File: src/rtl/core/avc_pkg.sv
// Shared types and constants for the audio source and volume controller.
// No dependencies; imported by avc_decode and the core top level.
package avc_pkg;

  // Number of selectable sources and the width of a source index
  localparam int SOURCE_COUNT = 8;
  localparam int SRC_W        = $clog2(SOURCE_COUNT);
  localparam logic [SRC_W-1:0] SRC_LAST = SRC_W'(SOURCE_COUNT - 1);

  // Volume codes
  localparam logic [7:0] VOL_DEFAULT = 8'd180;
  localparam logic [7:0] VOL_MAX     = 8'd255;
  localparam logic [7:0] VOL_MIN     = 8'd0;

  // Reset values of the accepted RC5 addresses
  localparam logic [4:0] ADDR_A_RESET = 5'h10;
  localparam logic [4:0] ADDR_B_RESET = 5'h14;

  // Configuration register indexes
  localparam logic [1:0] CFG_ADDR_A = 2'd0;
  localparam logic [1:0] CFG_ADDR_B = 2'd1;

  // RC5 commands (low six bits)
  localparam logic [5:0] CMD_SEL_FIRST = 6'd1;
  localparam logic [5:0] CMD_SEL_LAST  = 6'd8;
  localparam logic [5:0] CMD_MUTE      = 6'd13;
  localparam logic [5:0] CMD_VOL_UP    = 6'd16;
  localparam logic [5:0] CMD_VOL_DOWN  = 6'd17;
  localparam logic [5:0] CMD_SRC_PREV  = 6'd26;
  localparam logic [5:0] CMD_SRC_NEXT  = 6'd27;

  // Event kinds carried on the input tuser
  typedef enum logic [1:0] {
    REQ_IR      = 2'd0,
    REQ_ENCODER = 2'd1,
    REQ_MUTE    = 2'd2,
    REQ_SOURCE  = 2'd3
  } req_t;

  // Decoded operation
  typedef enum logic [1:0] {
    OP_NONE   = 2'd0,
    OP_SELECT = 2'd1,
    OP_MUTE   = 2'd2,
    OP_STEP   = 2'd3
  } op_kind_t;

  typedef struct packed {
    op_kind_t         kind;
    logic [SRC_W-1:0] idx;  // target source for OP_SELECT
    logic             up;   // direction for OP_STEP
  } op_t;

endpackage

File: src/rtl/core/audio_source_volume_controller_core.sv
// Top level of the audio source and volume controller: input register, state
// update with per-source volume table, and output register. Uses avc_pkg, avc_decode.
//
//   channel  | direction | handshake               | payload
//   ---------+-----------+-------------------------+-------------------------------
//   s_axis   | in        | s_axis_tvalid/tready    | tuser event kind, tdata fields
//   m_axis   | out       | m_axis_tvalid/tready    | tdata result fields
//   cfg      | in        | cfg_valid/cfg_ready     | cfg_index, cfg_data
//
// One item per cycle sustained while the output is not stalled; an accepted item
// passes from the input register through the state update into the output register.
// The single state read-modify-write per item sets the rate.
// Reset clears the state to the default volume on every source, source 0, unmuted.
// A stalled output holds its result; one more item waits in the input register.
// Configuration writes are always ready and take effect at once.
module audio_source_volume_controller_core (
  input  logic        clk,
  input  logic        rst,
  input  logic        s_axis_tvalid,
  output logic        s_axis_tready,
  input  logic [15:0] s_axis_tdata,  // ir_is_rc5, ir_address[4:0], ir_command[6:0],
                                     // encoder_up, zero fill
  input  logic [1:0]  s_axis_tuser,  // req_type[1:0]
  output logic        m_axis_tvalid,
  input  logic        m_axis_tready,
  output logic [23:0] m_axis_tdata,  // action_taken, gain_write, gain_code[7:0],
                                     // relay_change, selected_source[2:0],
                                     // volume_now[7:0], muted_now, zero fill
  input  logic        cfg_valid,
  output logic        cfg_ready,
  input  logic [1:0]  cfg_index,
  input  logic [4:0]  cfg_data
);
  import avc_pkg::*;

  // Configuration
  logic [4:0] addr_a;
  logic [4:0] addr_b;

  // Input register
  logic        in_valid;
  logic [13:0] in_data;
  req_t        in_req;
  logic        advance;

  // Controller state
  logic [7:0]       vol_tbl [SOURCE_COUNT];
  logic [SRC_W-1:0] src;
  logic [7:0]       vol;
  logic [7:0]       restore;
  logic             mute;
  logic [SRC_W-1:0] src_next;
  logic [7:0]       vol_next;
  logic [7:0]       restore_next;
  logic             mute_next;
  logic             tbl_we;
  logic [7:0]       tbl_wdata;

  // Result fields
  logic       action_next;
  logic       gain_write_next;
  logic [7:0] gain_next;
  logic       relay_next;
  logic       action_taken;
  logic       gain_write;
  logic [7:0] gain_code;
  logic       relay_change;
  logic [2:0] selected_source;
  logic [7:0] volume_now;
  logic       muted_now;

  op_t        op;
  logic [7:0] tbl_rdata;
  logic [7:0] vol_stepped;

  // Config writes
  assign cfg_ready = 1'b1;
  always_ff @(posedge clk) begin
    if (rst) begin
      addr_a <= ADDR_A_RESET;
      addr_b <= ADDR_B_RESET;
    end else if (cfg_valid && cfg_ready) begin
      if (cfg_index == CFG_ADDR_A) addr_a <= cfg_data;
      if (cfg_index == CFG_ADDR_B) addr_b <= cfg_data;
    end
  end

  // Handshake: advance when the output register is free or being drained
  assign advance       = in_valid && (!m_axis_tvalid || m_axis_tready);
  assign s_axis_tready = !in_valid || advance;

  always_ff @(posedge clk) begin
    if (rst) begin
      in_valid <= 1'b0;
    end else if (s_axis_tready) begin
      in_valid <= s_axis_tvalid;
    end
  end

  always_ff @(posedge clk) begin
    if (s_axis_tvalid && s_axis_tready) begin
      in_data <= s_axis_tdata[13:0];
      in_req  <= req_t'(s_axis_tuser);
    end
  end

  avc_decode u_decode (
    .req_type   (in_req),
    .ir_is_rc5  (in_data[0]),
    .ir_address (in_data[5:1]),
    .ir_command (in_data[12:6]),
    .encoder_up (in_data[13]),
    .addr_a     (addr_a),
    .addr_b     (addr_b),
    .src        (src),
    .op         (op)
  );

  assign tbl_rdata   = vol_tbl[op.idx];
  assign vol_stepped = op.up ? ((vol == VOL_MAX) ? vol : vol + 8'd1)
                             : ((vol == VOL_MIN) ? vol : vol - 8'd1);

  // Apply the operation to the state
  always_comb begin
    src_next        = src;
    vol_next        = vol;
    restore_next    = restore;
    mute_next       = mute;
    tbl_we          = 1'b0;
    tbl_wdata       = restore;
    action_next     = 1'b0;
    gain_write_next = 1'b0;
    gain_next       = 8'd0;
    relay_next      = 1'b0;
    case (op.kind)
      OP_SELECT: begin
        src_next        = op.idx;
        vol_next        = tbl_rdata;
        restore_next    = tbl_rdata;
        relay_next      = 1'b1;
        action_next     = 1'b1;
        gain_write_next = 1'b1;
        gain_next       = mute ? 8'd0 : tbl_rdata;
      end
      OP_MUTE, OP_STEP: begin
        action_next     = 1'b1;
        gain_write_next = 1'b1;
        if (mute) begin
          // unmute: restore volume and save it for this source
          mute_next = 1'b0;
          vol_next  = restore;
          tbl_we    = 1'b1;
          tbl_wdata = restore;
          gain_next = restore;
        end else if (op.kind == OP_MUTE) begin
          restore_next = vol;
          mute_next    = 1'b1;
          gain_next    = 8'd0;
        end else begin
          vol_next  = vol_stepped;
          tbl_we    = 1'b1;
          tbl_wdata = vol_stepped;
          gain_next = vol_stepped;
        end
      end
      default: action_next = 1'b0;
    endcase
  end

  // State registers
  always_ff @(posedge clk) begin
    if (rst) begin
      src     <= '0;
      vol     <= VOL_DEFAULT;
      restore <= VOL_DEFAULT;
      mute    <= 1'b0;
    end else if (advance) begin
      src     <= src_next;
      vol     <= vol_next;
      restore <= restore_next;
      mute    <= mute_next;
    end
  end

  // Per-source volume table, written at the current source
  always_ff @(posedge clk) begin
    if (rst) begin
      for (int i = 0; i < SOURCE_COUNT; i++) vol_tbl[i] <= VOL_DEFAULT;
    end else if (advance && tbl_we) begin
      vol_tbl[src] <= tbl_wdata;
    end
  end

  // Output register
  always_ff @(posedge clk) begin
    if (rst) begin
      m_axis_tvalid <= 1'b0;
    end else if (advance) begin
      m_axis_tvalid <= 1'b1;
    end else if (m_axis_tready) begin
      m_axis_tvalid <= 1'b0;
    end
  end

  always_ff @(posedge clk) begin
    if (advance) begin
      action_taken    <= action_next;
      gain_write      <= gain_write_next;
      gain_code       <= gain_next;
      relay_change    <= relay_next;
      selected_source <= 3'(src_next);
      volume_now      <= vol_next;
      muted_now       <= mute_next;
    end
  end

  assign m_axis_tdata = {1'b0, muted_now, volume_now, selected_source, relay_change,
                         gain_code, gain_write, action_taken};

  // Checks
  a_gain_unmuted: assert property (@(posedge clk) disable iff (rst)
    m_axis_tvalid && gain_write && !muted_now |-> gain_code == volume_now)
    else $error("gain code differs from volume while unmuted");

  a_gain_muted: assert property (@(posedge clk) disable iff (rst)
    m_axis_tvalid && muted_now |-> gain_code == 8'd0)
    else $error("nonzero gain code while muted");

  a_idle_result: assert property (@(posedge clk) disable iff (rst)
    m_axis_tvalid && !action_taken |-> !gain_write && !relay_change && gain_code == 8'd0)
    else $error("ignored event reports an action");

  a_relay_gain: assert property (@(posedge clk) disable iff (rst)
    m_axis_tvalid && relay_change |-> gain_write && action_taken)
    else $error("relay change without gain write");

  a_advance_out: assert property (@(posedge clk) disable iff (rst)
    advance |=> m_axis_tvalid && selected_source == 3'($past(src_next)))
    else $error("result lost after advance");

endmodule

File: src/rtl/core/avc_decode.sv
// Event decoder: turns one control item into a select, mute toggle, volume step or no operation.
// Depends on avc_pkg for the operation struct and command codes.
module avc_decode (
  input  avc_pkg::req_t             req_type,
  input  logic                      ir_is_rc5,
  input  logic [4:0]                ir_address,
  input  logic [6:0]                ir_command,
  input  logic                      encoder_up,
  input  logic [4:0]                addr_a,
  input  logic [4:0]                addr_b,
  input  logic [avc_pkg::SRC_W-1:0] src,
  output avc_pkg::op_t              op
);
  import avc_pkg::*;

  logic [5:0]       cmd;
  logic [5:0]       sel_raw;
  logic             addr_ok;
  logic [SRC_W-1:0] src_next;
  logic [SRC_W-1:0] src_prev;

  // Wrap the source index both ways
  assign src_next = (src == SRC_LAST) ? '0 : src + SRC_W'(1);
  assign src_prev = (src == '0) ? SRC_LAST : src - SRC_W'(1);

  assign cmd     = ir_command[5:0];
  assign sel_raw = cmd - CMD_SEL_FIRST;
  assign addr_ok = ir_is_rc5 && ((ir_address == addr_a) || (ir_address == addr_b));

  // Pick the operation for this item
  always_comb begin
    op.kind = OP_NONE;
    op.idx  = src;
    op.up   = encoder_up;
    case (req_type)
      REQ_IR: begin
        if (addr_ok) begin
          case (cmd) inside
            [CMD_SEL_FIRST:CMD_SEL_LAST]: begin
              if (sel_raw < 6'(SOURCE_COUNT)) begin
                op.kind = OP_SELECT;
                op.idx  = SRC_W'(sel_raw);
              end
            end
            CMD_MUTE: op.kind = OP_MUTE;
            CMD_VOL_UP: begin
              op.kind = OP_STEP;
              op.up   = 1'b1;
            end
            CMD_VOL_DOWN: begin
              op.kind = OP_STEP;
              op.up   = 1'b0;
            end
            CMD_SRC_PREV: begin
              op.kind = OP_SELECT;
              op.idx  = src_prev;
            end
            CMD_SRC_NEXT: begin
              op.kind = OP_SELECT;
              op.idx  = src_next;
            end
            default: op.kind = OP_NONE;
          endcase
        end
      end
      REQ_ENCODER: op.kind = OP_STEP;
      REQ_MUTE:    op.kind = OP_MUTE;
      REQ_SOURCE: begin
        op.kind = OP_SELECT;
        op.idx  = src_next;
      end
      default: op.kind = OP_NONE;
    endcase
  end

endmodule
File: config.mk
export PLATFORM = sky130hd
export DESIGN_NAME = audio_source_volume_controller_core
export DESIGN_NICKNAME = d
export VERILOG_FILES = /design/src/rtl/core/avc_pkg.sv /design/src/rtl/core/audio_source_volume_controller_core.sv /design/src/rtl/core/avc_decode.sv
export SDC_FILE = /design/constraint.sdc
export NUM_CORES = 1
export LEC_CHECK = 0
export ABC_CLOCK_PERIOD_IN_PS = 4600
export BUFFER_PORTS_ARGS = -buffer_cell sky130_fd_sc_hd__buf_2
export CORE_MARGIN = 3
export CORE_UTILIZATION = 43
export CTS_BUF_LIST = sky130_fd_sc_hd__clkbuf_16
export CTS_CLUSTER_DIAMETER = 60
export CTS_CLUSTER_SIZE = 14
export DETAILED_ROUTE_END_ITERATION = 8
export HOLD_SLACK_MARGIN = 0.06
export PLACE_DENSITY = 0.63
export SETUP_SLACK_MARGIN = 0.1
export SYNTH_ARGS = -nofsm -noshare
export SYNTH_HDL_FRONTEND = slang
export SYNTH_SLANG_ARGS = --single-unit
File: constraint.sdc
create_clock -name clk -period 4.6 [get_ports clk]
set_input_delay 0.23 -clock clk [delete_from_list [all_inputs] [get_ports clk]]
set_output_delay 0.23 -clock clk [all_outputs]
set_load 0.01 [all_outputs]
==> flow_metrics.tcl <==
set metrics [dict create \
    status "finished, final reports clean" \
    powerDensity_nw_per_um2 382 \
    syn2layout_area_growth_pct 16.9 \
    gp_routability_congestion 0.937 \
    max_freq_ghz 0.239 \
    routed_wl_um 19000 \
    post-route-min-period_ns 4.19 \
    wire_per_inst_um 19.2 \
    avgSynthCellArea_um2 10.3 \
    portBuffers 51 \
    synth_edf_count 101 \
    timing.hold.ws_ns 0.0720 \
    hp-class "input pin to flop" \
    clock_sinks 133 \
    register_area_um2 3670 \
    irDropWorstVdd_mv 0.278 \
    antenna_left 0 \
    htreeDepth 4 \
    rsz0062_at_grt "no" \
    ys_ff_latch 133 \
    fin_crit_sh 0.911 \
    hold_viol 0 \
    synthCells 701 \
    fp.dieH_um 136 \
    dpl.hpwl_um 13700 \
    grt_pass1_vias 5374 \
    finClkSkew_ns 0.0101 \
    grt_pass1_wl_um 29400 \
    synthFlopType "edfxtp_1" \
    max_cap_violations 0 \
    die_area_um2 18400 \
    path_class "flop to flop" \
    required_ns 4.68 \
    end_kind "flop" \
    path_max_fanout 8 \
    grt-ovfl-total 0 \
    nNetsFinal 810 \
    path_clk_slew_ns 0.06 \
    die_w_um 136 \
    fillerInstances 1411 \
    antenna_found_initial 0 \
    yosysSeqAreaShare 0.508 \
    drc 0 \
    start_util 0.447 \
    cts_tree "built" \
    syn_area_um2 7230 \
    mostFrequentLayoutCell "edfxtp_1" \
    numCtsBuffers 17 \
    io_pins 57 \
    grt_max_degree 31 \
    cts_buffer_depth 2 \
    setup_viol 0 \
    vias 5762 \
    vias_per_cell 5.83 \
    yosysTopAreaCell "edfxtp_1" \
    yosys.area.top_type_share 0.419 \
    grt_use_total 0.209 \
    cts_resized 0 \
    arrival_ns 4.27 \
    insertion_delay_ns 0.43 \
    final-max-slew-violation-count 0 \
    yosys_warnings 0 \
    synth_fp_nets 751 \
    drt_iter0_markers 581 \
    layout_common_cells "edfxtp_1, nand2_1, nor2_1, buf_2, mux2i_1" \
    drive_gt1_frac 0.161 \
    power_leakage_nw 3.12 \
    ys_types 83 \
    synthArstFlopShare 0 \
    placeableCoreArea_um2 16200 \
    worst_pin_slew_ns 1.09 \
    rows 46 \
    multi_input_area_um2 3260 \
    diodes 0 \
    cts_root_buffer "clkbuf_16" \
    synthTopCellsByArea "edfxtp_1, dfxtp_1, mux2i_1" \
    tns_ns 0 \
    slew_headroom 0.271 \
    firstDrtPassIters 7 \
    start_kind "flop" \
]
==> timing repair <==
action | 4_1_cts | 5_1_grt
hold buffers | 19 | 0
endpoints found under the hold margin | 20 | 0
setup buffers | 0 | 0
==> final timing paths <==
| check | start | slack [ns] | depth (start not counted) | endpoint |
|---|---|---|---|---|
| setup / recovery | in_data[6] | 0.41 | 15 | vol_tbl[6][1] |
| hold / removal | cfg_data[0] | 0.07 | 3 | addr_a[0] |
| setup reg to reg | in_data[6] | 0.41 | 15 | vol_tbl[6][1] |
| hold reg to reg | addr_a[4] | 0.51 | 2 | addr_a[4] |
==> cells by family after synthesis <==
| kind of cell | after synthesis | synth area share |
|---|---|---|
| XOR/XNOR | 11 | 0.0133 |
| AO/OA/AOI/OAI | 149 | 0.158 |
| other | 2 | 0.00104 |
| buffers and inverters | 67 | 0.0429 |
| multiplexers | 44 | 0.0628 |
| adder cells (fa/ha/maj) | 20 | 0.0346 |
| AND/OR/NAND/NOR | 275 | 0.180 |
| flip-flops | 133 | 0.508 |
==> layer usage <==
metal  global-route usage  up-vias  wire length [µm]
li1                     -     2695                 -
met1                0.279     2823              8340
met2                0.348      215              9240
met3               0.0293       29               995
met4               0.0767        0               440
met5                    0        -                 0
==> state kept, by name, indices dropped and copies added, names as in the netlist <==
register / count
vol: 8
relay_change: 1
selected_source: 3
in_data: 13
src: 3
muted_now: 1
gain_write: 1
volume_now: 8
in_valid: 1
addr_a: 5
restore: 8
gain_code: 8
vol_tbl: 64
m_axis_tvalid: 1
mute: 1
addr_b: 5
in_req: 2
==> power breakdown <==
group / total, W / internal (W) / switching, W
Combinational: 0.000392 / 0.000143 / 0.000249
Sequential: 0.00138 / 0.00134 / 0.0000383
Clock: 0.00146 / 0.000909 / 0.000547
Total: 0.00323 / 0.00240 / 0.000834
==> synthesized netlist by cell type, types with 12 or more instances <==
master and number:
nor2_1 77, a22oi_1 12, clkbuf_1 23, inv_1 24, nand2_1 94, ha_1 20
o21ai_0 21, nand3_1 19, a21oi_1 20, mux2i_1 42, edfxtp_1 101, dfxtp_1 32
nor3_1 15
==> worst max-delay path, cell delays in order, from the launching register on <==
cell      delay, ns
edfxtp_1       0.48
inv_1          0.15
ha_1           0.33
nor3b_2        0.24
a32o_1         0.21
a21oi_2        0.06
o21ai_0        0.11
nand2_1        0.08
a21o_1         0.24
ha_1           0.24
buf_4          0.17
nor2b_1        0.14
nor2_1         0.49
and3_1         0.33
nand3_1        0.19
nand2_1        0.38
==> final cells by class <==
type / instances / share of cell area
multi-input cells: 501 / 0.385
well taps: 216 / 0.0320
flip-flops and latches: 133 / 0.435
clock inverters: 14 / 0.0235
inverters: 25 / 0.0111
repair buffers: 82 / 0.0634
clock buffers: 17 / 0.0503
==> metrics by stage <==
stage	instances	worst slack (ns)	util	area (µm²)	power, W
floorplan	701	0.798	-	7230	0.00165
detailed placement	938	0.469	0.472	7640	0.00178
CTS	988	0.447	0.523	8450	0.00324
global placement	938	0.553	0.472	7640	0.00177
global route	988	0.112	0.523	8450	0.00332
finish	988	0.410	0.523	8450	0.00323
Power figures use the tool's default switching activity.
